==> src/rtl/hat_pkg.sv <==
// Shared types and constants for the heater auto-off timer.
// Used by every module of the block; has no dependencies of its own.
package hat_pkg;

  // Field widths.
  localparam int TIME_W = 63;
  localparam int MIN_W  = 16;
  // A duration of up to 65536 minutes in microseconds fits in 42 bits.
  localparam int NUM_W  = 42;

  // One minute in microseconds, and the limits used for rounding up.
  localparam logic [NUM_W-1:0]  US_PER_MIN    = 42'd60000000;
  localparam logic [NUM_W-1:0]  US_PER_MIN_M1 = 42'd59999999;
  // 65535 minutes in microseconds: a longer wait saturates the minute count.
  localparam logic [TIME_W-1:0] SAT_DIFF      = 63'd3932100000000;
  localparam logic [NUM_W-1:0]  SAT_NUM       = 42'd3932100000000;

  // Division by one minute. The numerator is first shifted down by 8 bits,
  // which leaves a divisor of 234375. The quotient is estimated from the top
  // 24 numerator bits with a reciprocal scaled by 2^26; the estimate is never
  // high and is low by at most one, so one compare finishes the division.
  localparam int          SCL_SH   = 8;
  localparam int          SCL_W    = NUM_W - SCL_SH;
  localparam int          HI_SH    = 18;
  localparam int          RECIP_SH = 26;
  localparam int          EST_W    = 43;
  localparam logic [17:0] MIN_SCL  = 18'd234375;
  localparam logic [18:0] RECIP    = 19'd293203;

  // Operation codes.
  localparam logic [1:0] OP_CHECK     = 2'd0;
  localparam logic [1:0] OP_SET_HEAT  = 2'd1;
  localparam logic [1:0] OP_SET_TIMER = 2'd2;
  localparam logic [1:0] OP_STATUS    = 2'd3;

  // Switch-off reasons.
  localparam logic [1:0] REASON_NONE   = 2'd0;
  localparam logic [1:0] REASON_USER   = 2'd1;
  localparam logic [1:0] REASON_SAFETY = 2'd2;

  // Configuration register indexes.
  localparam logic REG_SAFETY_ENABLE  = 1'b0;
  localparam logic REG_SAFETY_MINUTES = 1'b1;

  // Result flags that travel unchanged to the output.
  typedef struct packed {
    logic       heating;
    logic [1:0] reason;
    logic       armed;
  } hat_flags_t;

  // State snapshot after one request, handed to the remaining-time pipeline.
  typedef struct packed {
    hat_flags_t        flags;
    logic [TIME_W-1:0] now;
    logic [TIME_W-1:0] user_dl;
    logic [TIME_W-1:0] safety_dl;
    logic              safety_on;
  } hat_ev_t;

  // Rounded-up numerator ready for division by one minute.
  typedef struct packed {
    hat_flags_t       flags;
    logic             rvalid;
    logic [NUM_W-1:0] num;
  } hat_num_t;

  // Final result of one request.
  typedef struct packed {
    hat_flags_t       flags;
    logic             rvalid;
    logic [MIN_W-1:0] minutes;
  } hat_res_t;

endpackage

==> src/rtl/hat_ctrl.sv <==
// Input register, heating state and configuration registers of the auto-off timer.
// Resolves each request against the state combinationally from the input register.
// Depends on hat_pkg.
module hat_ctrl (
  input  logic                     clk,
  input  logic                     rst,
  input  logic                     s_axis_tvalid,
  output logic                     s_axis_tready,
  input  logic [79:0]              s_axis_tdata,
  input  logic [1:0]               s_axis_tuser,
  input  logic                     cfg_valid,
  output logic                     cfg_ready,
  input  logic                     cfg_index,
  input  logic [15:0]              cfg_data,
  output hat_pkg::hat_ev_t         ev,
  output logic                     ev_valid,
  input  logic                     ev_ready
);

  // Saturating add of a duration to a time stamp.
  function automatic logic [hat_pkg::TIME_W-1:0] sat_add(
    input logic [hat_pkg::TIME_W-1:0] t,
    input logic [hat_pkg::NUM_W-1:0]  d
  );
    logic [hat_pkg::TIME_W:0] s;
    s = {1'b0, t} + (hat_pkg::TIME_W+1)'(d);
    return s[hat_pkg::TIME_W] ? '1 : s[hat_pkg::TIME_W-1:0];
  endfunction

  // Input register.
  logic                         ir_v;
  logic [1:0]                   ir_op;
  logic [hat_pkg::TIME_W-1:0]   ir_now;
  logic                         ir_req;
  logic [hat_pkg::MIN_W-1:0]    ir_mins;
  logic [hat_pkg::NUM_W-1:0]    ir_mins_us;

  // Configuration.
  logic                         safety_en;
  logic [hat_pkg::NUM_W-1:0]    safety_us;

  // Heating state.
  logic                         heating;
  logic [hat_pkg::MIN_W-1:0]    timer_min;
  logic [hat_pkg::NUM_W-1:0]    timer_us;
  logic [hat_pkg::TIME_W-1:0]   start_time;
  logic [hat_pkg::TIME_W-1:0]   user_dl;
  logic [hat_pkg::TIME_W-1:0]   safety_dl;

  logic                         heating_next;
  logic [hat_pkg::MIN_W-1:0]    timer_min_next;
  logic [hat_pkg::NUM_W-1:0]    timer_us_next;
  logic [hat_pkg::TIME_W-1:0]   start_time_next;
  logic [hat_pkg::TIME_W-1:0]   user_dl_next;
  logic [1:0]                   reason;

  logic                         accept;
  logic                         fire;
  logic                         safety_on;
  logic                         user_wins;
  logic [hat_pkg::TIME_W-1:0]   dl;
  logic                         expire;
  logic                         turn_on;
  logic [hat_pkg::TIME_W-1:0]   user_sum;
  logic [hat_pkg::TIME_W-1:0]   safety_sum;

  // New requests wait while a configuration write is presented.
  assign accept        = s_axis_tvalid && s_axis_tready;
  assign fire          = ir_v && ev_ready;
  assign s_axis_tready = (!ir_v || ev_ready) && !cfg_valid;
  assign cfg_ready     = 1'b1;

  always_ff @(posedge clk) begin
    if (rst) begin
      ir_v <= 1'b0;
    end else if (accept) begin
      ir_v <= 1'b1;
    end else if (ev_ready) begin
      ir_v <= 1'b0;
    end
  end

  // The timer duration is multiplied out on the way into the input register.
  always_ff @(posedge clk) begin
    if (accept) begin
      ir_op      <= s_axis_tuser;
      ir_now     <= s_axis_tdata[62:0];
      ir_req     <= s_axis_tdata[63];
      ir_mins    <= s_axis_tdata[79:64];
      ir_mins_us <= hat_pkg::NUM_W'(s_axis_tdata[79:64]) * hat_pkg::US_PER_MIN;
    end
  end

  // Configuration writes; the safety limit is kept in microseconds.
  always_ff @(posedge clk) begin
    if (rst) begin
      safety_en <= 1'b0;
      safety_us <= '0;
    end else if (cfg_valid && cfg_ready) begin
      unique case (cfg_index)
        hat_pkg::REG_SAFETY_ENABLE:  safety_en <= cfg_data[0];
        hat_pkg::REG_SAFETY_MINUTES: safety_us <= hat_pkg::NUM_W'(cfg_data) * hat_pkg::US_PER_MIN;
        default: ;
      endcase
    end
  end

  // Effective deadline from the current state and the expiry decision.
  assign safety_on = safety_en && (|start_time) && (|safety_us);
  assign user_wins = (|user_dl) && (!safety_on || user_dl <= safety_dl);
  assign dl        = user_wins ? user_dl : (safety_on ? safety_dl : '0);
  assign expire    = (ir_op == hat_pkg::OP_CHECK) && heating && (|dl) && (ir_now >= dl);
  assign turn_on   = (ir_op == hat_pkg::OP_SET_HEAT) && ir_req && !heating;

  // Deadline adders: one for the user timer, one for the safety limit.
  assign user_sum   = sat_add(ir_now, (ir_op == hat_pkg::OP_SET_TIMER) ? ir_mins_us : timer_us);
  assign safety_sum = sat_add(ir_v ? ir_now : start_time, safety_us);

  // Next state for the request in the input register.
  always_comb begin
    heating_next    = heating;
    timer_min_next  = timer_min;
    timer_us_next   = timer_us;
    start_time_next = start_time;
    user_dl_next    = user_dl;
    reason          = hat_pkg::REASON_NONE;
    unique case (ir_op)
      hat_pkg::OP_CHECK: begin
        if (expire) begin
          reason          = user_wins ? hat_pkg::REASON_USER : hat_pkg::REASON_SAFETY;
          heating_next    = 1'b0;
          start_time_next = '0;
          user_dl_next    = '0;
        end
      end
      hat_pkg::OP_SET_HEAT: begin
        heating_next = ir_req;
        if (!ir_req) begin
          start_time_next = '0;
          user_dl_next    = '0;
        end else if (!heating) begin
          start_time_next = ir_now;
          user_dl_next    = (|timer_min) ? user_sum : '0;
        end
      end
      hat_pkg::OP_SET_TIMER: begin
        timer_min_next = ir_mins;
        timer_us_next  = ir_mins_us;
        user_dl_next   = (heating && (|ir_mins)) ? user_sum : '0;
      end
      hat_pkg::OP_STATUS: ;
      default: ;
    endcase
  end

  // State update when the request moves on.
  always_ff @(posedge clk) begin
    if (rst) begin
      heating    <= 1'b0;
      timer_min  <= '0;
      timer_us   <= '0;
      start_time <= '0;
      user_dl    <= '0;
    end else if (fire) begin
      heating    <= heating_next;
      timer_min  <= timer_min_next;
      timer_us   <= timer_us_next;
      start_time <= start_time_next;
      user_dl    <= user_dl_next;
    end
  end

  // The safety deadline is refreshed whenever no request is waiting, which
  // picks up a new safety limit before the next request is resolved.
  always_ff @(posedge clk) begin
    if (rst) begin
      safety_dl <= '0;
    end else if (fire) begin
      if (turn_on) begin
        safety_dl <= safety_sum;
      end
    end else if (!ir_v) begin
      safety_dl <= safety_sum;
    end
  end

  // Snapshot of the state after this request.
  assign ev_valid            = ir_v;
  assign ev.flags.heating    = heating_next;
  assign ev.flags.reason     = reason;
  assign ev.flags.armed      = |timer_min_next;
  assign ev.now              = ir_now;
  assign ev.user_dl          = user_dl_next;
  assign ev.safety_dl        = turn_on ? safety_sum : safety_dl;
  assign ev.safety_on        = safety_en && (|start_time_next) && (|safety_us);

endmodule

==> src/rtl/hat_rem.sv <==
// Remaining-time preparation: effective deadline, time left, and the
// rounded-up numerator for the minute divider. Depends on hat_pkg.
module hat_rem (
  input  logic               clk,
  input  logic               rst,
  input  hat_pkg::hat_ev_t   ev,
  input  logic               ev_valid,
  output logic               ev_ready,
  output hat_pkg::hat_num_t  num,
  output logic               num_valid,
  input  logic               num_ready
);

  // Stage 1: state snapshot.
  logic                         v1;
  hat_pkg::hat_ev_t             s1;
  // Stage 2: effective deadline.
  logic                         v2;
  hat_pkg::hat_flags_t          s2_flags;
  logic                         s2_rvalid;
  logic [hat_pkg::TIME_W-1:0]   s2_now;
  logic [hat_pkg::TIME_W-1:0]   s2_eff;
  // Stage 3: time left.
  logic                         v3;
  hat_pkg::hat_flags_t          s3_flags;
  logic                         s3_rvalid;
  logic                         s3_live;
  logic [hat_pkg::TIME_W-1:0]   s3_diff;
  // Stage 4: numerator.
  logic                         v4;

  logic                         ld1, ld2, ld3, ld4;
  logic [hat_pkg::TIME_W-1:0]   eff;
  logic [hat_pkg::TIME_W:0]     diff_full;
  logic [hat_pkg::NUM_W-1:0]    num_next;

  assign ld4      = !v4 || num_ready;
  assign ld3      = !v3 || ld4;
  assign ld2      = !v2 || ld3;
  assign ld1      = !v1 || ld2;
  assign ev_ready = ld1;

  always_ff @(posedge clk) begin
    if (rst) begin
      v1 <= 1'b0;
      v2 <= 1'b0;
      v3 <= 1'b0;
      v4 <= 1'b0;
    end else begin
      if (ld1) v1 <= ev_valid;
      if (ld2) v2 <= v1;
      if (ld3) v3 <= v2;
      if (ld4) v4 <= v3;
    end
  end

  // Earlier of the two deadlines; zero means none.
  always_comb begin
    if (s1.user_dl == '0) begin
      eff = s1.safety_on ? s1.safety_dl : '0;
    end else if (s1.safety_on && s1.safety_dl < s1.user_dl) begin
      eff = s1.safety_dl;
    end else begin
      eff = s1.user_dl;
    end
  end

  // Time left; only a deadline still in the future counts.
  assign diff_full = {1'b0, s2_eff} - {1'b0, s2_now};

  // Numerator rounded up, forced to the saturation value or to zero.
  always_comb begin
    if (!s3_live) begin
      num_next = '0;
    end else if (s3_diff > hat_pkg::SAT_DIFF) begin
      num_next = hat_pkg::SAT_NUM;
    end else begin
      num_next = s3_diff[hat_pkg::NUM_W-1:0] + hat_pkg::US_PER_MIN_M1;
    end
  end

  always_ff @(posedge clk) begin
    if (ld1) begin
      s1 <= ev;
    end
    if (ld2) begin
      s2_flags  <= s1.flags;
      s2_rvalid <= s1.flags.heating && (|eff);
      s2_now    <= s1.now;
      s2_eff    <= eff;
    end
    if (ld3) begin
      s3_flags  <= s2_flags;
      s3_rvalid <= s2_rvalid;
      s3_live   <= s2_rvalid && !diff_full[hat_pkg::TIME_W] &&
                   (|diff_full[hat_pkg::TIME_W-1:0]);
      s3_diff   <= diff_full[hat_pkg::TIME_W-1:0];
    end
    if (ld4) begin
      num.flags  <= s3_flags;
      num.rvalid <= s3_rvalid;
      num.num    <= num_next;
    end
  end

  assign num_valid = v4;

endmodule

==> src/rtl/hat_div.sv <==
// Pipelined division of the rounded-up numerator by one minute.
// Reciprocal estimate, bound of the next quotient value, then the result register.
// Depends on hat_pkg.
module hat_div (
  input  logic               clk,
  input  logic               rst,
  input  hat_pkg::hat_num_t  num,
  input  logic               num_valid,
  output logic               num_ready,
  output hat_pkg::hat_res_t  res,
  output logic               res_valid,
  input  logic               res_ready
);

  // Stage 1: quotient estimate.
  logic                         v1;
  hat_pkg::hat_flags_t          s1_flags;
  logic                         s1_rvalid;
  logic [hat_pkg::SCL_W-1:0]    s1_x;
  logic [hat_pkg::MIN_W-1:0]    s1_q;
  // Stage 2: lowest scaled numerator that gives the next quotient value.
  logic                         v2;
  hat_pkg::hat_flags_t          s2_flags;
  logic                         s2_rvalid;
  logic [hat_pkg::SCL_W-1:0]    s2_x;
  logic [hat_pkg::MIN_W-1:0]    s2_q;
  logic [hat_pkg::SCL_W-1:0]    s2_lim;
  // Stage 3 is the result register.
  logic                         v3;

  logic                         ld1, ld2, ld3;
  logic [hat_pkg::EST_W-1:0]    est;
  logic [hat_pkg::SCL_W-1:0]    lim_next;

  assign ld3       = !v3 || res_ready;
  assign ld2       = !v2 || ld3;
  assign ld1       = !v1 || ld2;
  assign num_ready = ld1;

  always_ff @(posedge clk) begin
    if (rst) begin
      v1 <= 1'b0;
      v2 <= 1'b0;
      v3 <= 1'b0;
    end else begin
      if (ld1) v1 <= num_valid;
      if (ld2) v2 <= v1;
      if (ld3) v3 <= v2;
    end
  end

  // Reciprocal multiplication on the top numerator bits.
  assign est = hat_pkg::EST_W'(num.num[hat_pkg::NUM_W-1:hat_pkg::HI_SH]) *
               hat_pkg::EST_W'(hat_pkg::RECIP);

  // (estimate + 1) times the scaled divisor.
  assign lim_next = hat_pkg::SCL_W'(s1_q) * hat_pkg::SCL_W'(hat_pkg::MIN_SCL) +
                    hat_pkg::SCL_W'(hat_pkg::MIN_SCL);

  always_ff @(posedge clk) begin
    if (ld1) begin
      s1_flags  <= num.flags;
      s1_rvalid <= num.rvalid;
      s1_x      <= num.num[hat_pkg::NUM_W-1:hat_pkg::SCL_SH];
      s1_q      <= est[hat_pkg::RECIP_SH+hat_pkg::MIN_W-1:hat_pkg::RECIP_SH];
    end
    if (ld2) begin
      s2_flags  <= s1_flags;
      s2_rvalid <= s1_rvalid;
      s2_x      <= s1_x;
      s2_q      <= s1_q;
      s2_lim    <= lim_next;
    end
    // The estimate is raised by one when the numerator reaches the next bound.
    if (ld3) begin
      res.flags   <= s2_flags;
      res.rvalid  <= s2_rvalid;
      res.minutes <= (s2_x >= s2_lim) ? s2_q + 16'd1 : s2_q;
    end
  end

  assign res_valid = v3;

endmodule

==> src/rtl/heater_auto_off_timer.sv <==
// Top level of the heater auto-off timer: request stream in, status stream out.
// Instantiates hat_ctrl, hat_rem and hat_div; depends on hat_pkg.

// The block takes one request per clock while s_axis_tready is high and returns
// one status item per request, in order. Each request is resolved against the
// heating state combinationally in the control stage, which is what allows a
// new request in every cycle; the minutes-left figure is then worked out in a
// pipeline of four preparation stages and three divider stages, where the
// division by one minute is a reciprocal multiplication followed by a single
// correction step. Up to eight requests can be held inside at once, and
// s_axis_tready stays high while a finished result waits as long as a pipeline
// stage is free. s_axis_tready is low in any cycle in which cfg_valid is high;
// configuration writes are taken at once. Registers are meant to be written
// while no request is in flight; a request taken at any later edge then sees
// the new values.
module heater_auto_off_timer (
  input  logic        clk,
  input  logic        rst,
  input  logic        s_axis_tvalid,
  output logic        s_axis_tready,
  // now_us [62:0], heat_request [63], new_timer_minutes [79:64]
  input  logic [79:0] s_axis_tdata,
  // operation [1:0]
  input  logic [1:0]  s_axis_tuser,
  output logic        m_axis_tvalid,
  input  logic        m_axis_tready,
  // heating_active [0], off_reason [2:1], timer_armed [3], remaining_valid [4],
  // remaining_minutes [20:5], zero [23:21]
  output logic [23:0] m_axis_tdata,
  input  logic        cfg_valid,
  output logic        cfg_ready,
  input  logic        cfg_index,
  input  logic [15:0] cfg_data
);

  hat_pkg::hat_ev_t  ev;
  logic              ev_valid;
  logic              ev_ready;
  hat_pkg::hat_num_t num;
  logic              num_valid;
  logic              num_ready;
  hat_pkg::hat_res_t res;

  // Request register, state and configuration.
  hat_ctrl u_ctrl (
    .clk           (clk),
    .rst           (rst),
    .s_axis_tvalid (s_axis_tvalid),
    .s_axis_tready (s_axis_tready),
    .s_axis_tdata  (s_axis_tdata),
    .s_axis_tuser  (s_axis_tuser),
    .cfg_valid     (cfg_valid),
    .cfg_ready     (cfg_ready),
    .cfg_index     (cfg_index),
    .cfg_data      (cfg_data),
    .ev            (ev),
    .ev_valid      (ev_valid),
    .ev_ready      (ev_ready)
  );

  // Effective deadline and rounded numerator.
  hat_rem u_rem (
    .clk       (clk),
    .rst       (rst),
    .ev        (ev),
    .ev_valid  (ev_valid),
    .ev_ready  (ev_ready),
    .num       (num),
    .num_valid (num_valid),
    .num_ready (num_ready)
  );

  // Minute divider and result register.
  hat_div u_div (
    .clk       (clk),
    .rst       (rst),
    .num       (num),
    .num_valid (num_valid),
    .num_ready (num_ready),
    .res       (res),
    .res_valid (m_axis_tvalid),
    .res_ready (m_axis_tready)
  );

  assign m_axis_tdata = {3'b000, res.minutes, res.rvalid, res.flags.armed,
                         res.flags.reason, res.flags.heating};

endmodule

==> config.mk <==
export PLATFORM = sky130hd
export DESIGN_NAME = heater_auto_off_timer
export DESIGN_NICKNAME = d
export VERILOG_FILES = /design/src/rtl/hat_pkg.sv /design/src/rtl/hat_ctrl.sv /design/src/rtl/hat_rem.sv /design/src/rtl/hat_div.sv /design/src/rtl/heater_auto_off_timer.sv
export SDC_FILE = /design/constraint.sdc
export NUM_CORES = 2
export LEC_CHECK = 0
export BUFFER_PORTS_ARGS = -buffer_cell sky130_fd_sc_hd__clkbuf_2
export CAP_MARGIN = 20
export CORE_ASPECT_RATIO = 0.9
export CORE_MARGIN = 2
export CORE_UTILIZATION = 49
export DETAILED_ROUTE_END_ITERATION = 8
export GPL_TIMING_DRIVEN = 0
export HOLD_SLACK_MARGIN = 0.12
export PLACE_DENSITY = 0.7
export SYNTH_ARGS = -nofsm -noshare
export SYNTH_HDL_FRONTEND = slang
export SYNTH_HIERARCHICAL = 1
export SYNTH_SLANG_ARGS = --single-unit
==> constraint.sdc <==
create_clock -name clk -period 21.2 [get_ports clk]
set_input_delay 1.06 -clock clk [delete_from_list [all_inputs] [get_ports clk]]
set_output_delay 1.06 -clock clk [all_outputs]
set_load 0.02 [all_outputs]
==> results.py <==
metrics = {
    "run_status": {
        "status": "finished, final reports clean",
    },
    "power": {
        "switching_share_pct": 37.4,
        "comb_power_share_pct": 39.0,
        "power_density_nw_per_um2": 88.5,
        "clock_power_share_pct": 27.0,
        "pwr-share-seq_pct": 34.0,
        "p_leak_nw": 38.9,
        "switchingPower_mw": 2.79,
        "irDropWorstVdd_uv": 124,
        "p_int_mw": 4.68,
    },
    "floorplanning": {
        "start_util_pct": 49.5,
        "die_x_microns": 422,
        "fp.dieArea_sq_um": 160000,
        "rows": 137,
        "io-pin-count": 131,
        "core_sq_um": 155000,
        "die_h_microns": 380,
    },
    "grt": {
        "first_global_vias": 59000,
        "grt_first_pass_wirelength_mm": 390,
        "antenna_found_initial": 25,
        "grt_overflow": 0,
        "grt_max_degree": 107,
        "grt_usage_pct": 32.9,
    },
    "clock_tree": {
        "h-tree-depth": 3,
        "cts.sinks": 1004,
        "numCtsBuffers": 105,
        "cts_hold_buf": 0,
        "cts_buffer_depth": 3,
        "clk_pin_slew_ps": 70,
        "cts_setup_buffers": 0,
        "cts_resized": 0,
        "clockRootBuffer": "clkbuf_16",
        "clk_latency_ps": 780,
        "cts_tree": "built",
    },
    "logic_synthesis": {
        "syn_area_sq_um": 77000,
        "yosysWarnings": 6,
        "syn_area_per_cell_sq_um": 9.94,
        "syn_inst": 7743,
    },
    "final_layout": {
        "final_area_sq_um": 84300,
        "fin_nets": 9509,
        "area_growth_syn_to_layout_pct": 9.55,
        "drive_gt1_share_pct": 5.59,
        "fillers": 13800,
    },
    "setup_path": {
        "cp_num_cells": 26,
        "timing.rr.end": "u_rem/s1[96]$_DFFE_PP_",
        "timing.rr.start": "u_ctrl/safety_dl[46]$_SDFFE_PP0P_",
        "cp-start-kind": "register",
        "crit_path_start": "u_ctrl/safety_dl[46]$_SDFFE_PP0P_",
        "cp_slowest_stage_delay_ps": 920,
        "critPathRequiredTime_ps": 21550,
        "reg2regPathDepth": 26,
        "critPathTopFamily": "simple AND/OR/NAND/NOR gates",
        "crit_buf_inv": 5,
        "critPathCapture": "u_rem/s1[96]$_DFFE_PP_",
        "critPathSlowestCell": "nor3_1",
        "r2r_slack_ps": 10270,
        "worstSetupPathType": "register to register",
        "critPathMaxFanout": 10,
        "cp.arrival_ps": 11280,
        "endpoint_kind": "register",
    },
    "drt": {
        "dr.pass1.iters": 6,
        "drc": 0,
        "viasPerCell": 6.01,
        "drt_iter0_markers": 6007,
        "drt-total-wl_mm": 268,
        "ant_nets": 0,
        "avgRoutedWirePerCell_microns": 26.3,
        "vias": 61200,
    },
    "timing": {
        "worstMarginPinSlew_ps": 1290,
        "setup_tns_ps": 0,
        "fin_skew_ps": 64.8,
        "rsz0062_at_grt": "no",
        "period_share_pct": 51.6,
        "fmax_ghz": 0.0915,
        "setup_violations": 0,
        "slew_violations": 0,
        "relSlewSlack_pct": 14.0,
        "hold_viol": 0,
        "fin_crit_ps": 10930,
    },
    "placed_design": {
        "io_buffers": 126,
        "place.gp.congestion": 1.04,
        "hpwl_mm": 221,
        "place_area_sq_um": 80500,
    },
    "hold_path": {
        "hold_start": "u_rem/s1[127]$_DFFE_PP_",
        "worstHoldPathType": "register to register",
    },
    "flow_run": {
        "maxCapViolations": 0,
    },
}
stage by stage:
step | power (mW) | hold WS [ps] | setup slack, ps | std cells | util, %
2_1_floorplan | 4.55 | 400 | 10390 | 7745 | -
3_3_place_gp | 5.40 | 400 | 6460 | 9956 | 51.6
3_5_place_dp | 5.44 | 405 | 10640 | 9971 | 51.8
4_1_cts | 7.47 | 401 | 10650 | 10200 | 54.2
5_1_grt | 7.89 | 410 | 10570 | 10200 | 54.2
6_report | 7.47 | 398 | 10270 | 10200 | 54.3
worst register-to-register path, cell delays in order (launching register included):
cell,delay [ps]
dfxtp_1,510
inv_1,200
ha_1,340
nand4_1,140
nor3_1,920
nand4_1,380
nor4_1,420
nor2b_1,150
o21ai_0,90
nor2b_1,220
clkbuf_1,430
clkbuf_1,790
a21oi_1,280
ha_1,370
nand4_1,90
nor3_1,770
and3_1,390
nand3_1,300
or4_1,720
a31o_2,280
o2111ai_1,250
nand4_1,700
a21o_1,380
clkbuf_1,290
clkbuf_1,440
o21ai_0,260
o21ai_0,430
routing by layer:
layer | global-route usage (%) | vias to the layer above | share of wire (%) | wire [microns]
li1 | - | 28100 | - | -
met1 | 43.6 | 29900 | 42 | 112000
met2 | 52.2 | 2533 | 45 | 121000
met3 | 5.44 | 597 | 7.4 | 19700
met4 | 16.3 | 14 | 5.9 | 15800
met5 | 0 | - | 0.029 | 78
cells in the final DEF (no fill, tap or decap), types with 49 or more instances in the layout:
| cell type | count |
|---|---|
| xnor2_1 | 200 |
| a31oi_1 | 49 |
| nand4_1 | 99 |
| dfxtp_1 | 291 |
| o21ai_0 | 349 |
| nor2_1 | 461 |
| o31ai_1 | 49 |
| a211oi_1 | 80 |
| edfxtp_1 | 713 |
| a21o_1 | 187 |
| fa_1 | 406 |
| o21a_1 | 67 |
| xor2_1 | 105 |
| clkbuf_16 | 105 |
| nand3_1 | 107 |
| nor3_1 | 94 |
| a21oi_1 | 549 |
| inv_1 | 959 |
| a22o_1 | 106 |
| nor2b_1 | 51 |
| nor4_1 | 136 |
| nand2_1 | 620 |
| clkbuf_2 | 126 |
| ha_1 | 1005 |
| clkbuf_1 | 239 |
| and3_1 | 116 |
power by group through the flow:
stage | Sequential [mW] | Clock (mW) | Combinational, mW
floorplan | 2.47 | 0 | 2.08
finish | 2.54 | 2.02 | 2.91
detailed placement | 2.57 | 0 | 2.87
global route | 2.55 | 2.12 | 3.22
CTS | 2.53 | 2.04 | 2.90
global placement | 2.57 | 0 | 2.83
registers in the layout, indices dropped and copies added, names as in the netlist, 21 cells and up:
name and flops:
u_ctrl/ir_mins_us 33, u_ctrl/ir_now 63, u_ctrl/safety_dl 63, u_ctrl/safety_us 34, u_ctrl/start_time 63, u_ctrl/timer_us 42
u_ctrl/user_dl 63, u_div/res 21, u_div/s1_x 34, u_div/s2_lim 34, u_div/s2_x 34, u_rem/num 39
u_rem/s1 194, u_rem/s2_eff 63, u_rem/s2_now 63, u_rem/s3_diff 63
area by class of cell:
cell class / count / area (sq um) / share of cell area (%)
diodes: 8 / 20.0 / 0.0237
plain buffers: 259 / 1040 / 1.23
clock buffers: 132 / 2820 / 3.34
clock inverters: 64 / 958 / 1.14
inverters: 964 / 3630 / 4.30
multi-input cells: 5518 / 45100 / 53.5
flip-flops and latches: 1004 / 27200 / 32.3
well taps: 2085 / 2610 / 3.09
repair buffers: 142 / 895 / 1.06
how the worst min path moves through the flow:
stage / slack [ps] / end / cells after the start
2_1_floorplan: 400 / u_div/res[16]$_DFFE_PP_ / 0
3_3_place_gp: 400 / u_rem/s2_now[40]$_DFFE_PP_ / 0
3_5_place_dp: 400 / u_div/s1_x[5]$_DFFE_PP_ / 0
4_1_cts: 400 / u_rem/s2_now[10]$_DFFE_PP_ / 0
5_1_grt: 410 / u_rem/s2_now[10]$_DFFE_PP_ / 0
6_report: 400 / u_rem/s2_now[0]$_DFFE_PP_ / 0
No activity file was read; power rests on OpenSTA's default activity.
